<file path="config.mk">
export PLATFORM = sky130hd
export DESIGN_NAME = occupancy_frontier_detect
export DESIGN_NICKNAME = d
export VERILOG_FILES = /design/src/ofd_pkg.sv /design/src/ofd_regs.sv /design/src/ofd_linebuf.sv /design/src/ofd_window.sv /design/src/occupancy_frontier_detect.sv
export SDC_FILE = /design/constraint.sdc
export NUM_CORES = 2
export LEC_CHECK = 0
export BUFFER_PORTS_ARGS = -buffer_cell sky130_fd_sc_hd__buf_2
export CORE_MARGIN = 2
export CORE_UTILIZATION = 40
export CTS_CLUSTER_DIAMETER = 60
export DETAILED_ROUTE_END_ITERATION = 8
export REMOVE_ABC_BUFFERS = 1
export SYNTH_ARGS = -nofsm -noshare
export SYNTH_HDL_FRONTEND = slang
export SYNTH_HIERARCHICAL = 1
export SYNTH_SLANG_ARGS = --single-unit
</file>
<file path="constraint.sdc">
create_clock -name clk -period 16.6 [get_ports clk]
set_input_delay 3.32 -clock clk [delete_from_list [all_inputs] [get_ports clk]]
set_output_delay 3.32 -clock clk [all_outputs]
set_load 0.02 [all_outputs]
</file>
<file path="src/ofd_pkg.sv">
// shared types, constants and the cell classifier for the frontier detector
package ofd_pkg;

  // fixed field and register widths
  localparam int CFG_W   = 11;
  localparam int LIMIT_W = 7;
  localparam int OCC_W   = 8;
  localparam int COORD_W = 10;
  localparam int ADDR_W  = 4;
  localparam int DATA_W  = 32;
  localparam int MIN_SIZE = 3;

  // register reset values
  localparam logic [CFG_W-1:0]   WIDTH_RESET  = 11'd1024;
  localparam logic [CFG_W-1:0]   HEIGHT_RESET = 11'd1024;
  localparam logic [LIMIT_W-1:0] LIMIT_RESET  = 7'd50;

  // occupancy code for an unknown cell (-1)
  localparam logic [OCC_W-1:0] OCC_UNKNOWN = 8'hFF;

  // cell classes
  typedef enum logic [1:0] {
    CLS_OTHER   = 2'd0,
    CLS_FREE    = 2'd1,
    CLS_UNKNOWN = 2'd2
  } cls_t;

  // register indexes on the config port
  typedef enum logic [1:0] {
    REG_GRID_WIDTH  = 2'd0,
    REG_GRID_HEIGHT = 2'd1,
    REG_FREE_LIMIT  = 2'd2
  } reg_idx_t;

  // 3x3 window of classes, element 0 is the newest row-bottom entry
  typedef logic [8:0][1:0] window_t;

  // one request after the input register
  typedef struct packed {
    logic               emit;
    logic               frame_last;
    logic [COORD_W-1:0] col;
    logic [COORD_W-1:0] row;
    logic [1:0]         cls;
  } item_t;

  // class of one occupancy value
  function automatic logic [1:0] classify(input logic [OCC_W-1:0] occ,
                                          input logic [LIMIT_W-1:0] limit);
    logic [1:0] cls;
    cls = CLS_OTHER;
    if (occ == OCC_UNKNOWN) begin
      cls = CLS_UNKNOWN;
    end else if (!occ[OCC_W-1] && (occ[LIMIT_W-1:0] < limit)) begin
      cls = CLS_FREE;
    end
    return cls;
  endfunction

endpackage

</file>
<file path="src/ofd_regs.sv">
// config register file on the apb-style port
module ofd_regs (
  input  logic                         clk,
  input  logic                         rst,
  input  logic                         psel,
  input  logic                         penable,
  input  logic                         pwrite,
  input  logic [ofd_pkg::ADDR_W-1:0]   paddr,
  input  logic [ofd_pkg::DATA_W-1:0]   pwdata,
  output logic [ofd_pkg::DATA_W-1:0]   prdata,
  output logic                         pready,
  output logic [ofd_pkg::CFG_W-1:0]    grid_width,
  output logic [ofd_pkg::CFG_W-1:0]    grid_height,
  output logic [ofd_pkg::LIMIT_W-1:0]  free_limit,
  output logic                         restart
);
  import ofd_pkg::*;

  logic     wr;
  reg_idx_t sel;

  assign pready = 1'b1;
  assign wr     = psel && penable && pwrite;
  assign sel    = reg_idx_t'(paddr[ADDR_W-1:2]);

  // a write to the width or height restarts the frame
  assign restart = wr && ((sel == REG_GRID_WIDTH) || (sel == REG_GRID_HEIGHT));

  // register writes
  always_ff @(posedge clk) begin
    if (rst) begin
      grid_width  <= WIDTH_RESET;
      grid_height <= HEIGHT_RESET;
      free_limit  <= LIMIT_RESET;
    end else if (wr) begin
      case (sel)
        REG_GRID_WIDTH:  grid_width  <= pwdata[CFG_W-1:0];
        REG_GRID_HEIGHT: grid_height <= pwdata[CFG_W-1:0];
        REG_FREE_LIMIT:  free_limit  <= pwdata[LIMIT_W-1:0];
        default: ;
      endcase
    end
  end

  // register readback
  always_comb begin
    case (sel)
      REG_GRID_WIDTH:  prdata = DATA_W'(grid_width);
      REG_GRID_HEIGHT: prdata = DATA_W'(grid_height);
      REG_FREE_LIMIT:  prdata = DATA_W'(free_limit);
      default:         prdata = '0;
    endcase
  end

endmodule

</file>
<file path="src/ofd_linebuf.sv">
// two line stores of cell classes with registered reads
module ofd_linebuf #(
  parameter int DEPTH = 1024
) (
  input  logic                     clk,
  input  logic                     rd_en,
  input  logic [$clog2(DEPTH)-1:0] rd_addr,
  input  logic                     wr_en,
  input  logic [$clog2(DEPTH)-1:0] wr_addr,
  input  logic [1:0]               wr_upper,
  input  logic [1:0]               wr_middle,
  output logic [1:0]               rd_upper,
  output logic [1:0]               rd_middle
);

  logic [1:0] upper_mem  [DEPTH];
  logic [1:0] middle_mem [DEPTH];

  // write port, one entry per request leaving the input stage
  always_ff @(posedge clk) begin
    if (wr_en) begin
      upper_mem[wr_addr]  <= wr_upper;
      middle_mem[wr_addr] <= wr_middle;
    end
  end

  // read port, captured on input accept
  always_ff @(posedge clk) begin
    if (rd_en) begin
      rd_upper  <= upper_mem[rd_addr];
      rd_middle <= middle_mem[rd_addr];
    end
  end

endmodule

</file>
<file path="src/ofd_window.sv">
// 3x3 class window, frontier decision and result register
module ofd_window (
  input  logic                        clk,
  input  logic                        rst,
  input  logic                        restart,
  input  logic                        s1_valid,
  input  ofd_pkg::item_t              s1_item,
  input  logic [1:0]                  rd_upper,
  input  logic [1:0]                  rd_middle,
  output logic                        s1_advance,
  output logic                        cell_valid,
  input  logic                        cell_ready,
  output logic [ofd_pkg::COORD_W-1:0] cell_col,
  output logic [ofd_pkg::COORD_W-1:0] cell_row,
  output logic                        is_frontier,
  output logic                        frame_last
);
  import ofd_pkg::*;

  window_t window;
  window_t window_next;
  logic    unk;
  logic    frontier;

  // the input stage moves on whenever the result slot is free or draining
  assign s1_advance = s1_valid && (!cell_valid || cell_ready);

  // shift in the new column: upper, middle, current row
  assign window_next = {window[5:0], rd_upper, rd_middle, s1_item.cls};

  // any unknown among the eight neighbours of the center
  always_comb begin
    unk = 1'b0;
    for (int k = 0; k < 9; k++) begin
      if (k != 4 && window_next[k] == CLS_UNKNOWN) begin
        unk = 1'b1;
      end
    end
    frontier = (window_next[4] == CLS_FREE) && unk;
  end

  // window state
  always_ff @(posedge clk) begin
    if (rst || restart) begin
      window <= '0;
    end else if (s1_advance) begin
      window <= window_next;
    end
  end

  // result valid
  always_ff @(posedge clk) begin
    if (rst) begin
      cell_valid <= 1'b0;
    end else if (s1_advance) begin
      cell_valid <= s1_item.emit;
    end else if (cell_ready) begin
      cell_valid <= 1'b0;
    end
  end

  // result payload
  always_ff @(posedge clk) begin
    if (s1_advance && s1_item.emit) begin
      cell_col    <= s1_item.col;
      cell_row    <= s1_item.row;
      is_frontier <= frontier;
      frame_last  <= s1_item.frame_last;
    end
  end

endmodule

</file>
<file path="src/occupancy_frontier_detect.sv">
// top level of the occupancy grid frontier detector
//
// Cells of an occupancy grid enter on the occupancy channel (valid/ready) in
// raster order, one signed byte per request. Each interior cell leaves on the
// cell channel (valid/ready) with its column, row, a frontier flag and a mark
// on the last interior cell of the frame; border cells give no result.
// Grid size and the free limit are set over the apb-style port; writing the
// width or height restarts the frame at row 0, column 0.
// One cell is taken every cycle while the receiver takes results. A cell's result
// comes out of the result register after the request that completes its 3x3
// neighborhood (the cell one row down and one column right) has passed the
// input stage with the line-store read. The single read port of each line
// store and the one-column window shift set the rate of one cell per cycle.
// When the receiver stalls, the result register holds and the input stage
// keeps one more cell; ready drops only while both are full.
// Synchronous reset clears the counters, window and valid flags and loads the
// register defaults; the line stores are not cleared, since an entry is read
// for a decision only after it was written within the frame.
module occupancy_frontier_detect #(
  parameter int MAX_WIDTH  = 1024,
  parameter int MAX_HEIGHT = 1024
) (
  input  logic                         clk,
  input  logic                         rst,
  input  logic                         psel,
  input  logic                         penable,
  input  logic                         pwrite,
  input  logic [ofd_pkg::ADDR_W-1:0]   paddr,
  input  logic [ofd_pkg::DATA_W-1:0]   pwdata,
  output logic [ofd_pkg::DATA_W-1:0]   prdata,
  output logic                         pready,
  input  logic                         occupancy_valid,
  output logic                         occupancy_ready,
  input  logic signed [ofd_pkg::OCC_W-1:0] occupancy,
  output logic                         cell_valid,
  input  logic                         cell_ready,
  output logic [ofd_pkg::COORD_W-1:0]  cell_col,
  output logic [ofd_pkg::COORD_W-1:0]  cell_row,
  output logic                         is_frontier,
  output logic                         frame_last
);
  import ofd_pkg::*;

  localparam int AW    = $clog2(MAX_WIDTH);
  localparam int RW    = $clog2(MAX_HEIGHT);
  localparam int WCMP  = ($clog2(MAX_WIDTH + 1) > CFG_W) ? $clog2(MAX_WIDTH + 1) : CFG_W;
  localparam int HCMP  = ($clog2(MAX_HEIGHT + 1) > CFG_W) ? $clog2(MAX_HEIGHT + 1) : CFG_W;
  localparam int CEXT  = (AW > COORD_W) ? AW : COORD_W;
  localparam int REXT  = (RW > COORD_W) ? RW : COORD_W;

  logic [CFG_W-1:0]   grid_width;
  logic [CFG_W-1:0]   grid_height;
  logic [LIMIT_W-1:0] free_limit;
  logic               restart;

  logic [WCMP-1:0] w_raw;
  logic [WCMP-1:0] w_eff;
  logic [HCMP-1:0] h_raw;
  logic [HCMP-1:0] h_eff;

  logic [AW-1:0] column_count;
  logic [RW-1:0] row_count;
  logic          accept;
  logic          col_wrap;
  logic          row_wrap;
  logic [CEXT-1:0] col_m1;
  logic [REXT-1:0] row_m1;

  logic          s1_valid;
  logic          s1_advance;
  item_t         s1_item;
  item_t         s1_item_next;
  logic [AW-1:0] s1_addr;
  logic [1:0]    rd_upper;
  logic [1:0]    rd_middle;

  ofd_regs u_regs (
    .clk         (clk),
    .rst         (rst),
    .psel        (psel),
    .penable     (penable),
    .pwrite      (pwrite),
    .paddr       (paddr),
    .pwdata      (pwdata),
    .prdata      (prdata),
    .pready      (pready),
    .grid_width  (grid_width),
    .grid_height (grid_height),
    .free_limit  (free_limit),
    .restart     (restart)
  );

  // clamp the grid size to 3..max
  always_comb begin
    w_raw = WCMP'(grid_width);
    h_raw = HCMP'(grid_height);
    if (w_raw < WCMP'(MIN_SIZE)) begin
      w_eff = WCMP'(MIN_SIZE);
    end else if (w_raw > WCMP'(MAX_WIDTH)) begin
      w_eff = WCMP'(MAX_WIDTH);
    end else begin
      w_eff = w_raw;
    end
    if (h_raw < HCMP'(MIN_SIZE)) begin
      h_eff = HCMP'(MIN_SIZE);
    end else if (h_raw > HCMP'(MAX_HEIGHT)) begin
      h_eff = HCMP'(MAX_HEIGHT);
    end else begin
      h_eff = h_raw;
    end
  end

  // input handshake
  assign occupancy_ready = !s1_valid || s1_advance;
  assign accept          = occupancy_valid && occupancy_ready;

  // end of row and end of frame
  assign col_wrap = (WCMP'(column_count) + WCMP'(1)) >= w_eff;
  assign row_wrap = (HCMP'(row_count) + HCMP'(1)) >= h_eff;

  // raster position counters
  always_ff @(posedge clk) begin
    if (rst || restart) begin
      column_count <= '0;
      row_count    <= '0;
    end else if (accept) begin
      if (col_wrap) begin
        column_count <= '0;
        row_count    <= row_wrap ? '0 : row_count + RW'(1);
      end else begin
        column_count <= column_count + AW'(1);
      end
    end
  end

  // request fields for the input stage
  always_comb begin
    col_m1 = CEXT'(column_count) - CEXT'(1);
    row_m1 = REXT'(row_count) - REXT'(1);
    s1_item_next.emit       = (column_count >= AW'(2)) && (row_count >= RW'(2));
    s1_item_next.frame_last = col_wrap && row_wrap;
    s1_item_next.col        = col_m1[COORD_W-1:0];
    s1_item_next.row        = row_m1[COORD_W-1:0];
    s1_item_next.cls        = classify(occupancy, free_limit);
  end

  // input stage valid
  always_ff @(posedge clk) begin
    if (rst) begin
      s1_valid <= 1'b0;
    end else if (accept) begin
      s1_valid <= 1'b1;
    end else if (s1_advance) begin
      s1_valid <= 1'b0;
    end
  end

  // input stage payload
  always_ff @(posedge clk) begin
    if (accept) begin
      s1_item <= s1_item_next;
      s1_addr <= column_count;
    end
  end

  ofd_linebuf #(
    .DEPTH (MAX_WIDTH)
  ) u_linebuf (
    .clk       (clk),
    .rd_en     (accept),
    .rd_addr   (column_count),
    .wr_en     (s1_advance),
    .wr_addr   (s1_addr),
    .wr_upper  (rd_middle),
    .wr_middle (s1_item.cls),
    .rd_upper  (rd_upper),
    .rd_middle (rd_middle)
  );

  ofd_window u_window (
    .clk         (clk),
    .rst         (rst),
    .restart     (restart),
    .s1_valid    (s1_valid),
    .s1_item     (s1_item),
    .rd_upper    (rd_upper),
    .rd_middle   (rd_middle),
    .s1_advance  (s1_advance),
    .cell_valid  (cell_valid),
    .cell_ready  (cell_ready),
    .cell_col    (cell_col),
    .cell_row    (cell_row),
    .is_frontier (is_frontier),
    .frame_last  (frame_last)
  );

endmodule

</file>
; Word level (Yosys, flattened, before mapping)
; Memories as Yosys holds them, arrays and structs flattened. A register that Yosys moved wholly into a read port is not among the register bits.
; Index checks and enable logic that the tools add are counted.
[op_classes]
addsub = 6
mul = 0
n_div = 0
magnitude_cmp = 9
n_eq_ne = 12
n_shift = 0
n_mux = 22
bitwise_logic = 0
n_reduce_logical = 24
[ops]
columns = op, count
row1 = 11-bit two-way mux, 4
row2 = 11-bit one-hot mux with 3 select lines, 1
row3 = "10-bit by 1-bit adder with 11-bit output, second input constant", 2
row4 = 11-bit greater-or-equal comparator, 2
row5 = "11-bit greater-than comparator, second input constant", 2
row6 = "11-bit by 2-bit less-than comparator with 1-bit output, second input constant", 2
row7 = "10-bit by 1-bit adder with 10-bit output, second input constant", 2
row8 = "10-bit by 2-bit greater-or-equal comparator with 1-bit output, second input constant", 2
row9 = 10-bit two-way mux, 2
row10 = "10-bit by 1-bit subtractor with 10-bit output, second input constant", 2
row11 = "2-bit equality test, second input constant", 9
row12 = 1-bit two-way mux, 15
row13 = 1-bit logical AND, 10
row14 = "8-bit equality test, second input constant", 1
row15 = 2-bit AND reduction, 4
row16 = 7-bit less-than comparator, 1
row17 = "2-bit by 1-bit equality test with 1-bit output, second input constant", 2
row18 = 1-bit logical OR, 4
row19 = 2-bit nonzero test, 2
row20 = 1-bit logical NOT, 3
row21 = 2-bit logical NOT, 1
[word_totals]
ff_bits = 119
latch_bits = 0
ram_bits = 4096
romBits = 0
out_inout_bits = 57
word_cells = 98
n_memories = 2
[mem_list]
columns = name, words, word_bits, read_ports, rd_clocked_by_memory_dff, wr, line
row1 = u_linebuf.middle_mem, 1024, 2, 1, 1, 1, ofd_linebuf.sv:17  ; logic [1:0] middle_mem [DEPTH];
row2 = u_linebuf.upper_mem, 1024, 2, 1, 1, 1, ofd_linebuf.sv:16  ; logic [1:0] upper_mem [DEPTH];

; Logic depth before layout (Yosys ltp)
[logic_depth]
depth_word = 10
ltp_mapped = 15
depth_no_buf = 11

; By module
; Netlist, hierarchy kept.
[modules_own_cells]
columns = mod, n_inst, cells_per_inst, area_each_um2
row1 = ofd_linebuf, 1, 8247, 162714.8
row2 = occupancy_frontier_detect, 1, 340, 3326.9
row3 = ofd_regs, 1, 172, 1601.5
row4 = ofd_window, 1, 98, 1328.8

; Least setup slack after synthesis
; OpenSTA, ideal clock, no wires.
[synth_timing]
path_kind = register -> register
start = register s1_item[0] (netlist name)
end = memory u_linebuf.middle_mem[0][0] (data pin)
setup_ps = 2677
arrival_time_ps = 12047
t_required_ps = 13923
path_slack_ps = 1876
stages_incl_launch_ff = 1
path_buffers = 0
period_less_slack_ps = 14724
cell_sequence = edfxtp_1
[synth_rtl]
columns = item, line
row1 = end: declaration, ofd_linebuf.sv:17
; Straight into the memory's write port.

; Final worst setup path
[layout_timing]
start = input cell_ready
end = output occupancy_ready
[layout_between]
elab_chain_len = 3
[layout_lines]
columns = item, line
row1 = start: declaration, occupancy_frontier_detect.sv:36  ; input logic cell_ready,
row2 = 1-bit logical OR, ofd_window.sv:26  ; assign s1_advance = s1_valid && (!cell_valid || cell_ready);
row3 = 1-bit logical AND, ofd_window.sv:26
row4 = via s1_advance, occupancy_frontier_detect.sv:70  ; logic s1_advance;
row5 = 1-bit logical OR, occupancy_frontier_detect.sv:114  ; assign occupancy_ready = !s1_valid || s1_advance;
row6 = end: declaration, occupancy_frontier_detect.sv:33  ; output logic occupancy_ready,
; The timed path passes the listed nets, and every way through them passes these cells.

==> out/qor.yml <==
status:
  status: "finished, final reports clean"
finish:
  drive_gt1_share_pct: 20.3
  nets: 9046
  stdcell_count: 15000
  final_cell_mix: "4,156 x edfxtp_1, 1,127 x nor2_1, 839 x mux4_2"
  layout_commonest_cell: "edfxtp_1"
  final_area_sq_um: 189000
  syn_to_final_growth_pct: 11.6
  post-route-util_pct: 44.9
yosys:
  synthDominantCellAreaShare_pct: 73.9
  synth.cell_area_sq_um: 169000
  yosysWarnings: 6
  synthCells: 8857
  synth_flop_cell: "edfxtp_1"
  synthTopCellsByArea: "edfxtp_1 74%, mux4_2 11%, mux2i_1 2.7%"
  synth_seq_area_share_pct: 74.6
  ys_seq_elements: 4219
  synth_edf_count: 4156
  syn_area_per_cell_sq_um: 19.1
  synth.distinct_cells: 102
  yosysTopAreaCell: "edfxtp_1"
  ys_async_sr_fraction_pct: 0
worst_setup_path:
  arrival_ps: 5140
  slowest_delay_ps: 840
  startpoint_type: "input pin"
  cp_slowest_cell: "nor2_1"
  cp_cell_sequence: "buf_2 -> and2b_1 -> nor2_1 -> nand2b_1 -> buf_2"
  critPathCaptureType: "output pin"
  cp_common_cell: "buf_2"
  worstPathMaxFanout: 13
  crit_required_ps: 13280
  path_class: "input pin to output pin"
clock_network:
  cts_setup_buffers: 0
  cts_inserted_buffers: 424
  insertion_delay_ps: 990
  cts_hold_buf: 0
  cts_tree: "yes"
  clock-root-buffer: "clkbuf_16"
  cts_num_sinks: 4219
  cts_buffer_depth: 4
  cts_max_level: 5
  clk_pin_slew_worst_paths_ps: 60
  ctsResizeCount: 0
grt:
  grtUsageTotal_pct: 21.5
  grt_overflow: 0
  first_global_vias: 88600
  grt_max_degree: 249
  antenna_found_initial: 29
  grt_pass1_wl_mm: 662
sta:
  setup_violations: 0
  fin_crit_ps: 8460
  period_share_pct: 50.9
  relSlewSlack_pct: 9.09
  clock.fmax_mhz: 118
  finalHoldViolations: 0
  rsz0062_at_grt: "false"
  drv_slew: 0
  worstMarginPinSlew_ps: 1350
  finalWorstSetupSlack_ps: 8140
  whs_ps: 410
  finClkSkew_ps: 53.0
  tns_ps: 0
floorplanning:
  start_util_pct: 40.2
  pin_count: 108
  core_sq_um: 420000
  die-area_sq_um: 428000
  fp.dieW_microns: 654
  die_h_microns: 654
  rows: 238
placement:
  pre_cts_ws_ps: 8170
  placed_area_sq_um: 175000
  dp_cells: 14200
  portBuffers: 62
  post-dp-hpwl_mm: 279
  place.gp.congestion: 0.859
drt:
  wl_per_cell_microns: 31.4
  initialDrtViolationCount: 11700
  vias: 88700
  drtAntennaViolNets: 0
  firstDrtPassIters: 6
  via_per_inst: 5.93
  totalWireLength_mm: 469
  drc_errors: 0
power:
  p_int_mw: 17.8
  p_clk_share_pct: 42.2
  leakage_nw: 56.8
  power_frac_seq_pct: 52.0
  finalPower_mw: 22.7
  switching_power_mw: 4.88
  switching_share_pct: 21.5
  p_per_area_nw_per_um2: 120
  ir_drop_uv: 113
  p_comb_share_pct: 5.9
job:
  max_cap_viol_count: 0
worst_hold_path:
  hp-class: "flip-flop to flip-flop"
-- registers in the layout, summed over array words and instances (netlist names), 2 cells and up --
name / count
column_count: 10
row_count: 10
s1_addr: 10
s1_item: 24
u_linebuf/middle_mem: 2048
u_linebuf/rd_middle: 2
u_linebuf/rd_upper: 2
u_linebuf/upper_mem: 2048
u_regs/free_limit: 7
u_regs/grid_height: 11
u_regs/grid_width: 11
u_window/cell_col: 10
u_window/cell_row: 10
u_window/window: 12
-- area by class of cell --
cell class | instances | area (sq um)
diodes | 12 | 30.0
clock buffers | 511 | 11100
clock inverters | 262 | 2700
fillers | 35600 | 232000
inverters | 32 | 133
multi-input cells | 3978 | 39100
flip-flops and latches | 4219 | 126000
well taps | 5640 | 7060
repair buffers | 306 | 2370
-- logic make-up (layout without fill, tap and decap cells) --
group                    count (synthesis)  after routing  share of synthesized area [%]
adder cells (fa/ha/maj)                 34             34                          0.252
AND/OR/NAND/NOR                       1749           1749                           4.44
other                                    2             34                        0.00444
multiplexers                          1357           1357                           14.7
XOR/XNOR                                37             37                          0.196
buffers and inverters                  680           1111                           2.50
AO/OA/AOI/OAI                          779            779                           3.29
flip-flops                            4219           4219                           74.6
-- final timing paths --
| kind | cells after the start | endpoint | slack, ps | startpoint |
|---|---|---|---|---|
| worst max-delay path | 5 | occupancy_ready | 8140 | cell_ready |
| worst max register to register | 12 | u_linebuf/rd_upper[0] | 9350 | column_count[1] |
| worst min register to register | 0 | u_window/cell_row[5] | 410 | s1_item[7] |
| worst min-delay path | 0 | u_window/cell_row[5] | 410 | s1_item[7] |
-- critical path: cells and delay by family --
family | cells | cell delay (ps)
buffers and inverters | 2 | 290
AND/OR/NAND/NOR | 3 | 1520
-- power groups by stage --
stage	Combinational (mW)	Sequential (mW)	Clock, mW
global route	1.41	11.8	10.1
CTS	1.34	11.8	9.70
detailed placement	1.34	12.0	0
finish	1.33	11.8	9.57
floorplan	2.55	12.5	0
global placement	1.31	12.0	0
-- metal layers --
metal	up-vias	routed length, microns	global-route usage [%]
met4	2	17600	7.41
li1	36200	-	-
met1	47100	183000	29.1
met3	783	41500	3.63
met5	-	7	0
met2	4643	227000	35.3
-- Yosys cell counts, drive strengths merged (71+ instances only) --
master,n
o221ai,139
clkbuf,314
nand2,238
o22ai,112
a21oi,143
edfxtp,4156
buf,333
mux2i,451
o21ai,100
a22oi,71
nor2,1133
mux4,886
nor3,95
Note: power is estimated with default switching activity, not from simulation.
